--- config.mk ---
export PLATFORM = sky130hd
export DESIGN_NAME = message_queue_with_keyed_removal
export DESIGN_NICKNAME = d
export VERILOG_FILES = /design/src/sv/mqkr_pkg.sv /design/src/sv/mqkr_cell.sv /design/src/sv/message_queue_with_keyed_removal.sv
export SDC_FILE = /design/constraint.sdc
export NUM_CORES = 2
export LEC_CHECK = 0
export BUFFER_PORTS_ARGS = -buffer_cell sky130_fd_sc_hd__buf_2
export CAP_MARGIN = 15
export CELL_PAD_IN_SITES_DETAIL_PLACEMENT = 2
export CELL_PAD_IN_SITES_GLOBAL_PLACEMENT = 2
export CORE_MARGIN = 2
export CORE_UTILIZATION = 38
export CTS_BUF_LIST = sky130_fd_sc_hd__clkbuf_8
export DETAILED_ROUTE_END_ITERATION = 7
export HOLD_SLACK_MARGIN = 0.02
export PLACE_DENSITY = 0.81
export SLEW_MARGIN = 0
export SYNTH_ARGS = -nofsm -noshare
export SYNTH_HDL_FRONTEND = slang
export SYNTH_SLANG_ARGS = --single-unit
--- constraint.sdc ---
create_clock -name clk_i -period 5.81 [get_ports clk_i]
set_clock_uncertainty 0.05 [all_clocks]
set_input_delay 0.8715 -clock clk_i [delete_from_list [all_inputs] [get_ports clk_i]]
set_output_delay 0.8715 -clock clk_i [all_outputs]
set_load 0.1 [all_outputs]
--- src/sv/mqkr_pkg.sv ---
// Package of the message queue with keyed removal.
// Holds the request and status codes, the cell command and the result record.
// It depends on nothing; every other file of the block uses it.
package mqkr_pkg;

  localparam int DEPTH_DEF    = 16;
  localparam int ID_WIDTH_DEF = 32;

  localparam logic [2:0] REQ_APPEND = 3'd0;
  localparam logic [2:0] REQ_INSERT = 3'd1;
  localparam logic [2:0] REQ_POP    = 3'd2;
  localparam logic [2:0] REQ_REMOVE = 3'd3;
  localparam logic [2:0] REQ_FLUSH  = 3'd4;

  localparam logic [2:0] STAT_OK       = 3'd0;
  localparam logic [2:0] STAT_FULL     = 3'd1;
  localparam logic [2:0] STAT_QUEUED   = 3'd2;
  localparam logic [2:0] STAT_BADPOS   = 3'd3;
  localparam logic [2:0] STAT_NOTFOUND = 3'd4;
  localparam logic [2:0] STAT_EMPTY    = 3'd5;

  typedef enum logic [2:0] {
    CMD_HOLD,
    CMD_APPEND,
    CMD_INSERT,
    CMD_POP,
    CMD_MATCH,
    CMD_SWEEP,
    CMD_REMOVE
  } cell_cmd_e;

  typedef enum logic [1:0] {
    S_IDLE,
    S_SWEEP,
    S_REMOVE
  } state_e;

  typedef struct packed {
    logic [4:0]  entry_count;
    logic        head_valid;
    logic [31:0] head_id;
    logic [2:0]  status;
  } result_t;

endpackage

--- src/sv/mqkr_cell.sv ---
// One storage cell of the queue chain: holds one id and one match-prefix bit.
// It loads the key or a neighbour's id as the broadcast command dictates.
// Depends on mqkr_pkg.
module mqkr_cell #(
  parameter int ID_WIDTH = mqkr_pkg::ID_WIDTH_DEF,
  parameter int XW       = 8,
  parameter int IDX      = 0
) (
  input  logic                clk_i,
  input  mqkr_pkg::cell_cmd_e cmd_i,
  input  logic [ID_WIDTH-1:0] key_i,
  input  logic [XW-1:0]       count_i,
  input  logic [XW-1:0]       ins_i,
  input  logic [ID_WIDTH-1:0] left_id_i,
  input  logic [ID_WIDTH-1:0] right_id_i,
  input  logic                pre_i,
  output logic [ID_WIDTH-1:0] id_o,
  output logic [ID_WIDTH-1:0] nxt_o,
  output logic                pre_o
);

  localparam logic [XW-1:0] MyIdx = XW'(IDX);

  logic [ID_WIDTH-1:0] id_q, id_d;
  logic                pre_q, pre_d;
  logic                occ;

  assign occ = MyIdx < count_i;

  always_comb begin
    id_d  = id_q;
    pre_d = pre_q;
    unique case (cmd_i)
      mqkr_pkg::CMD_APPEND: begin
        if (MyIdx == count_i) id_d = key_i;
      end
      mqkr_pkg::CMD_INSERT: begin
        if (MyIdx == ins_i) id_d = key_i;
        else if (MyIdx > ins_i) id_d = left_id_i;
      end
      mqkr_pkg::CMD_POP: begin
        id_d = right_id_i;
      end
      mqkr_pkg::CMD_MATCH: begin
        pre_d = occ && (id_q == key_i);
      end
      mqkr_pkg::CMD_SWEEP: begin
        pre_d = pre_q | pre_i;
      end
      mqkr_pkg::CMD_REMOVE: begin
        if (pre_q) id_d = right_id_i;
      end
      default: begin
      end
    endcase
  end

  always_ff @(posedge clk_i) begin
    id_q  <= id_d;
    pre_q <= pre_d;
  end

  assign id_o  = id_q;
  assign nxt_o = id_d;
  assign pre_o = pre_q;

endmodule

--- src/sv/message_queue_with_keyed_removal.sv ---
// Top level of the message queue with keyed removal: a chain of id cells,
// the fill count, the request sequencer and a two-entry result buffer.
// Depends on mqkr_pkg and mqkr_cell.
//
// Requests arrive on the s_axis channel and one result per request leaves on
// the m_axis channel. A request is taken when s_axis_tvalid and s_axis_tready
// are both high. Append, insert, pop, flush and unknown request types update
// the chain in the cycle of the transfer, and their result is registered
// into the result buffer. Remove by id runs in three steps: every cell
// compares its id with the key, the match bit ripples along the chain in the
// sweep state, and in the remove state the cells at and behind the first
// match take their right neighbour's id.
// Results pass through an output register backed by a skid entry, so one
// further request is taken while a result waits for the receiver; after that
// s_axis_tready stays low until the receiver takes a result.
// Reset empties the queue and the result buffer; the stored ids are not
// cleared and are never shown before they are written.
module message_queue_with_keyed_removal #(
  parameter int DEPTH    = mqkr_pkg::DEPTH_DEF,
  parameter int ID_WIDTH = mqkr_pkg::ID_WIDTH_DEF
) (
  input  logic        clk_i,
  input  logic        rst_ni,
  input  logic        s_axis_tvalid,
  output logic        s_axis_tready,
  // msg_id [31:0], position [35:32], already_queued [36], zero fill [39:37]
  input  logic [39:0] s_axis_tdata,
  // req_type [2:0]
  input  logic [2:0]  s_axis_tuser,
  output logic        m_axis_tvalid,
  input  logic        m_axis_tready,
  // status [2:0], head_id [34:3], head_valid [35], entry_count [40:36],
  // zero fill [47:41]
  output logic [47:0] m_axis_tdata
);

  localparam int CW   = $clog2(DEPTH + 1);
  localparam int XW   = CW + 5;
  localparam int SW_W = $clog2(DEPTH);
  localparam logic [SW_W-1:0] SweepLast = SW_W'(DEPTH - 2);
  localparam logic [CW-1:0]   CountFull = CW'(DEPTH);

  logic [ID_WIDTH-1:0] ids  [DEPTH];
  logic [ID_WIDTH-1:0] nxts [DEPTH];
  logic                pres [DEPTH];

  mqkr_pkg::state_e    state_q, state_d;
  mqkr_pkg::cell_cmd_e cmd;
  logic [CW-1:0]       count_q, count_d;
  logic [SW_W-1:0]     sw_q, sw_d;
  logic                push;
  logic [2:0]          status;
  mqkr_pkg::result_t   res, out_q, skid_q;
  logic                out_v_q, skid_v_q;
  logic                accept, o_free;
  logic [ID_WIDTH-1:0] key;
  logic [XW-1:0]       cnt_x, pos_x, ins_x;
  logic [2:0]          req;
  logic                queued;

  assign req    = s_axis_tuser;
  assign queued = s_axis_tdata[36];
  assign key    = ID_WIDTH'(s_axis_tdata[31:0]);
  assign cnt_x  = XW'(count_q);
  assign pos_x  = XW'(s_axis_tdata[35:32]);
  assign ins_x  = pos_x + XW'(1);

  assign s_axis_tready = (state_q == mqkr_pkg::S_IDLE) && !skid_v_q;
  assign accept        = s_axis_tvalid && s_axis_tready;

  for (genvar i = 0; i < DEPTH; i++) begin : g_cell
    logic [ID_WIDTH-1:0] left_id, right_id;
    logic                pre_in;
    if (i == 0) begin : g_first
      assign left_id = '0;
      assign pre_in  = 1'b0;
    end else begin : g_mid
      assign left_id = ids[i-1];
      assign pre_in  = pres[i-1];
    end
    if (i == DEPTH - 1) begin : g_last
      assign right_id = '0;
    end else begin : g_inner
      assign right_id = ids[i+1];
    end
    mqkr_cell #(
      .ID_WIDTH (ID_WIDTH),
      .XW       (XW),
      .IDX      (i)
    ) u_cell (
      .clk_i      (clk_i),
      .cmd_i      (cmd),
      .key_i      (key),
      .count_i    (cnt_x),
      .ins_i      (ins_x),
      .left_id_i  (left_id),
      .right_id_i (right_id),
      .pre_i      (pre_in),
      .id_o       (ids[i]),
      .nxt_o      (nxts[i]),
      .pre_o      (pres[i])
    );
  end

  always_comb begin
    state_d = state_q;
    count_d = count_q;
    sw_d    = sw_q;
    cmd     = mqkr_pkg::CMD_HOLD;
    push    = 1'b0;
    status  = mqkr_pkg::STAT_OK;
    unique case (state_q)
      mqkr_pkg::S_IDLE: begin
        if (accept) begin
          push = 1'b1;
          unique case (req)
            mqkr_pkg::REQ_APPEND: begin
              if (queued) status = mqkr_pkg::STAT_QUEUED;
              else if (count_q == CountFull) status = mqkr_pkg::STAT_FULL;
              else begin
                cmd     = mqkr_pkg::CMD_APPEND;
                count_d = count_q + CW'(1);
              end
            end
            mqkr_pkg::REQ_INSERT: begin
              if (pos_x >= cnt_x) status = mqkr_pkg::STAT_BADPOS;
              else if (queued) status = mqkr_pkg::STAT_QUEUED;
              else if (count_q == CountFull) status = mqkr_pkg::STAT_FULL;
              else begin
                cmd     = mqkr_pkg::CMD_INSERT;
                count_d = count_q + CW'(1);
              end
            end
            mqkr_pkg::REQ_POP: begin
              if (count_q == '0) status = mqkr_pkg::STAT_EMPTY;
              else begin
                cmd     = mqkr_pkg::CMD_POP;
                count_d = count_q - CW'(1);
              end
            end
            mqkr_pkg::REQ_REMOVE: begin
              push    = 1'b0;
              cmd     = mqkr_pkg::CMD_MATCH;
              sw_d    = '0;
              state_d = mqkr_pkg::S_SWEEP;
            end
            mqkr_pkg::REQ_FLUSH: begin
              count_d = '0;
            end
            default: begin
            end
          endcase
        end
      end
      mqkr_pkg::S_SWEEP: begin
        cmd  = mqkr_pkg::CMD_SWEEP;
        sw_d = sw_q + SW_W'(1);
        if (sw_q == SweepLast) state_d = mqkr_pkg::S_REMOVE;
      end
      mqkr_pkg::S_REMOVE: begin
        cmd     = mqkr_pkg::CMD_REMOVE;
        push    = 1'b1;
        state_d = mqkr_pkg::S_IDLE;
        if (pres[DEPTH-1]) count_d = count_q - CW'(1);
        else status = mqkr_pkg::STAT_NOTFOUND;
      end
      default: begin
        state_d = mqkr_pkg::S_IDLE;
      end
    endcase
  end

  always_comb begin
    res.status      = status;
    res.head_valid  = count_d != '0;
    res.head_id     = res.head_valid ? 32'(nxts[0]) : 32'd0;
    res.entry_count = 5'(count_d);
  end

  always_ff @(posedge clk_i or negedge rst_ni) begin
    if (!rst_ni) begin
      state_q <= mqkr_pkg::S_IDLE;
      count_q <= '0;
      sw_q    <= '0;
    end else begin
      state_q <= state_d;
      count_q <= count_d;
      sw_q    <= sw_d;
    end
  end

  assign o_free = !out_v_q || m_axis_tready;

  always_ff @(posedge clk_i or negedge rst_ni) begin
    if (!rst_ni) begin
      out_v_q  <= 1'b0;
      skid_v_q <= 1'b0;
    end else if (o_free) begin
      if (skid_v_q) begin
        out_v_q  <= 1'b1;
        skid_v_q <= push;
      end else begin
        out_v_q  <= push;
      end
    end else if (push) begin
      skid_v_q <= 1'b1;
    end
  end

  always_ff @(posedge clk_i) begin
    if (o_free) begin
      if (skid_v_q) begin
        out_q  <= skid_q;
        skid_q <= res;
      end else begin
        out_q  <= res;
      end
    end else if (push) begin
      skid_q <= res;
    end
  end

  assign m_axis_tvalid = out_v_q;
  assign m_axis_tdata  = {7'd0, out_q};

endmodule

==> impl_metrics.py <==
metrics = {
    "synthesis": {
        "synth_commonest_cells": "edfxtp_1, clkbuf_1, inv_1, xnor2_1, xor2_1",
        "yosys_warnings": 0,
        "synth_area_leaders": "edfxtp_1, xnor2_1, a221o_1, a222oi_1, xor2_1",
        "synth_fa_ha_area_share_pct": 0.622,
        "syn_avg_cell_area_um2": 10.9,
        "yosysUniqueCellTypes": 75,
        "synthArstFlopShare_pct": 2.09,
        "synth_seq_cells": 623,
        "netlist_instances": 3503,
        "synth_top_area_share_pct": 45.4,
        "synth_most_common_cell": "edfxtp_1",
        "ys_seq_area_share_pct": 47.9,
        "synth_top_family_by_area": "compound AO/OA/AOI/OAI gates",
        "syn_area_um2": 38200,
        "synthMuxAreaShare_pct": 1.92,
        "synth_top_area_cell": "edfxtp_1",
        "synth_compound_area_share_pct": 19.6,
        "synth_edf_count": 578,
        "synth_ff_type": "edfxtp_1",
        "synthSimpleGateAreaFrac_pct": 11.4,
        "synthXorXnorAreaFrac_pct": 11.8,
    },
    "finish": {
        "utilization_pct": 42.5,
        "num-nets-final": 3537,
        "fillers": 10135,
        "drive_gt1_share_pct": 14.0,
        "syn2layout_area_growth_pct": 11.2,
    },
    "pwr": {
        "power_density_nw_per_um2": 608,
        "irDropWorstVdd_mv": 0.451,
        "total_power_uw": 25800,
        "p_leak_uw": 0.0159,
    },
    "floorplanning": {
        "io_pins": 97,
        "core_area_um2": 100000,
        "dieHeight_um": 321,
        "fp.dieArea_um2": 103000,
        "rows": 116,
        "die_x_um": 321,
        "initial_utilization_pct": 38.2,
    },
    "worst_setup_path": {
        "cp_max_fo": 32,
        "critPathBufInv": 2,
        "cp.arrival_ps": 5280,
        "crit_path_end_kind": "register",
        "start_kind": "register",
        "worst-setup-path-type": "register to register",
        "crit_chain": "inv_1 -> ha_1 -> a311oi_1 -> a21o_1 -> a2111oi_4 -> nor2_1 -> o21ai_0 -> nor3_4 -> buf_4",
        "regToRegSetupSlack_ps": 910,
        "worst_ep_required_time_ps": 6190,
        "worst_path_largest_cell_delay_ps": 900,
        "crit_slowest_cell": "a311oi_1",
        "cpLargestDelayFamily": "compound AO/OA/AOI/OAI gates",
    },
    "sta": {
        "slew_violations": 0,
        "tns_ps": 0,
        "min_period_ps": 4900,
        "relSlewSlack_pct": 18.0,
        "grt_setup_unrepaired": "no",
        "final-setup-viol-count": 0,
        "worst_pin_slew_ps": 1220,
        "hold_viol": 0,
        "period_share_pct": 84.3,
        "fmax_mhz": 204,
    },
    "detailed_routing": {
        "drt-initial-drc-count": 6406,
        "drc": 109,
        "viasPerCell": 7.01,
        "route.final.wire_length_mm": 178,
        "num_vias": 34038,
        "wl_per_cell_um": 36.6,
        "drt_pass1_iterations": 8,
        "antenna_left": 0,
    },
    "cts": {
        "cts_buffers": 106,
        "cts.sinks": 623,
        "clk_pin_slew_ps": 70,
        "clock_path_buffers": 3,
        "cts_tree": "built",
        "h-tree-depth": 3,
        "cts_root_buffer": "clkbuf_8",
        "clk_latency_ps": 850,
        "cts_resized": 0,
        "cts_setup_buffers": 0,
    },
    "global_routing": {
        "use_met3_pct": 9.20,
        "grt_use_total_pct": 33.7,
        "gr-usage-met1_pct": 42.1,
        "grt_pass1_wl_mm": 258,
        "grt_pass1_vias": 35103,
        "antenna_found_initial": 14,
        "grt_most_used_layer": "met2",
        "grt_max_degree": 93,
        "use_met2_pct": 53.2,
        "grt_overflow": 0,
    },
    "placement": {
        "dpl.hpwl_mm": 117,
        "gp_congestion": 0.912,
        "port_buffers": 86,
    },
    "run_status": {
        "status": "finished with violations",
        "failed_checks": "design-rule violations",
    },
    "job": {
        "max_cap_violations": 0,
    },
    "hold_path": {
        "holdCritPathClass": "primary input to asynchronous set/reset pin",
    },
}
## flip-flops by register name, summed over array words and instances, names as in the netlist
signal and cells:
count_q 5, g_cell.u_cell.id_o 512, g_cell.u_cell.pre_o 16, m_axis_tdata 41, m_axis_tvalid 1, skid_q 41, skid_v_q 1, state_q 2
sw_q 4
## worst reg2reg max path, cell delays in order, from the launching register on
cell and delay [ps]:
dfrtp_1 590, inv_1 200, ha_1 420, a311oi_1 900, a21o_1 340, a2111oi_4 110
nor2_1 730, o21ai_0 330, nor3_4 230, buf_4 500
## cell families after synthesis
family | Yosys count
other | 1
muxes | 69
AOI/OAI and AO/OA | 820
buffers and inverters | 653
and+or+nand+nor | 801
xor gates and xnor gates | 517
adders and majority gates | 19
DFF | 623
## repair_timing
| item | CTS | global route |
|---|---|---|
| hold buffers | 1 | 0 |
| hold endpoints to repair | 13 | 0 |
| endpoints found under the setup margin | 0 | 0 |
## report_power, final
group	leakage (uW)	internal, uW	switching (uW)
logic	0.00885	3440	8160
clock network	0.00115	1970	2140
registers	0.00592	7740	2390
total	0.0159	13100	12700
## metal layers
layer  routed length [um]  part of all wire (%)
met1                64700                    36
met2                80600                    45
met3                21900                    12
met4                10400                   5.8
met5                   62                 0.035
## path summary, 6_finish.rpt
| kind | from | depth (start not counted) | to |
|---|---|---|---|
| setup / recovery | count_q[0] | 9 | g_cell[4].u_cell.id_o[30] |
| hold / removal | rst_ni | 2 | count_q[0] |
| setup reg to reg | count_q[0] | 9 | g_cell[4].u_cell.id_o[30] |
| hold reg to reg | skid_q[17] | 2 | m_axis_tdata[17] |
| max in group asynchronous | rst_ni | 2 | skid_v_q |
| min in group clk_i | skid_q[17] | 2 | m_axis_tdata[17] |
## cell usage in the layout (no fill, tap or decap), types with 34 or more instances in the layout
cell,netlist,routed
xor2_1,243,243
a22o_1,34,34
mux2_2,36,36
nor2_1,74,72
edfxtp_1,578,578
nand4_1,80,80
nor3_1,85,68
nor4_1,70,69
inv_1,274,308
a221o_1,224,224
xnor2_1,274,274
a222oi_1,224,224
a21oi_1,61,49
nor2b_1,231,231
buf_4,11,135
nand2_1,161,160
clkbuf_8,0,112
a211o_1,37,37
buf_2,45,86
## area by class of cell
| type | instances | area (um2) | area share (%) |
|---|---|---|---|
| Clock inverter | 75 | 470 | 1.11 |
| Antenna cell | 8 | 20.0 | 0.0471 |
| Tap cell | 1298 | 1620 | 3.82 |
| Multi-Input combinational cell | 2233 | 17900 | 42.0 |
| Inverter | 275 | 1030 | 2.43 |
| Sequential cell | 623 | 18300 | 43.1 |
| Timing Repair Buffer | 232 | 1650 | 3.89 |
| Clock buffer | 112 | 1540 | 3.62 |
## per-stage QoR
step	area, um2	instances	setup slack, ps	hold slack [ps]
4_1_cts	42500	4848	1040	409
3_3_place_gp	40500	4660	936	453
6_report	42500	4856	913	438
3_5_place_dp	40500	4660	776	470
5_1_grt	42500	4853	709	468
2_1_floorplan	38300	3509	591	448
No activity file was read; power rests on OpenSTA's default activity.
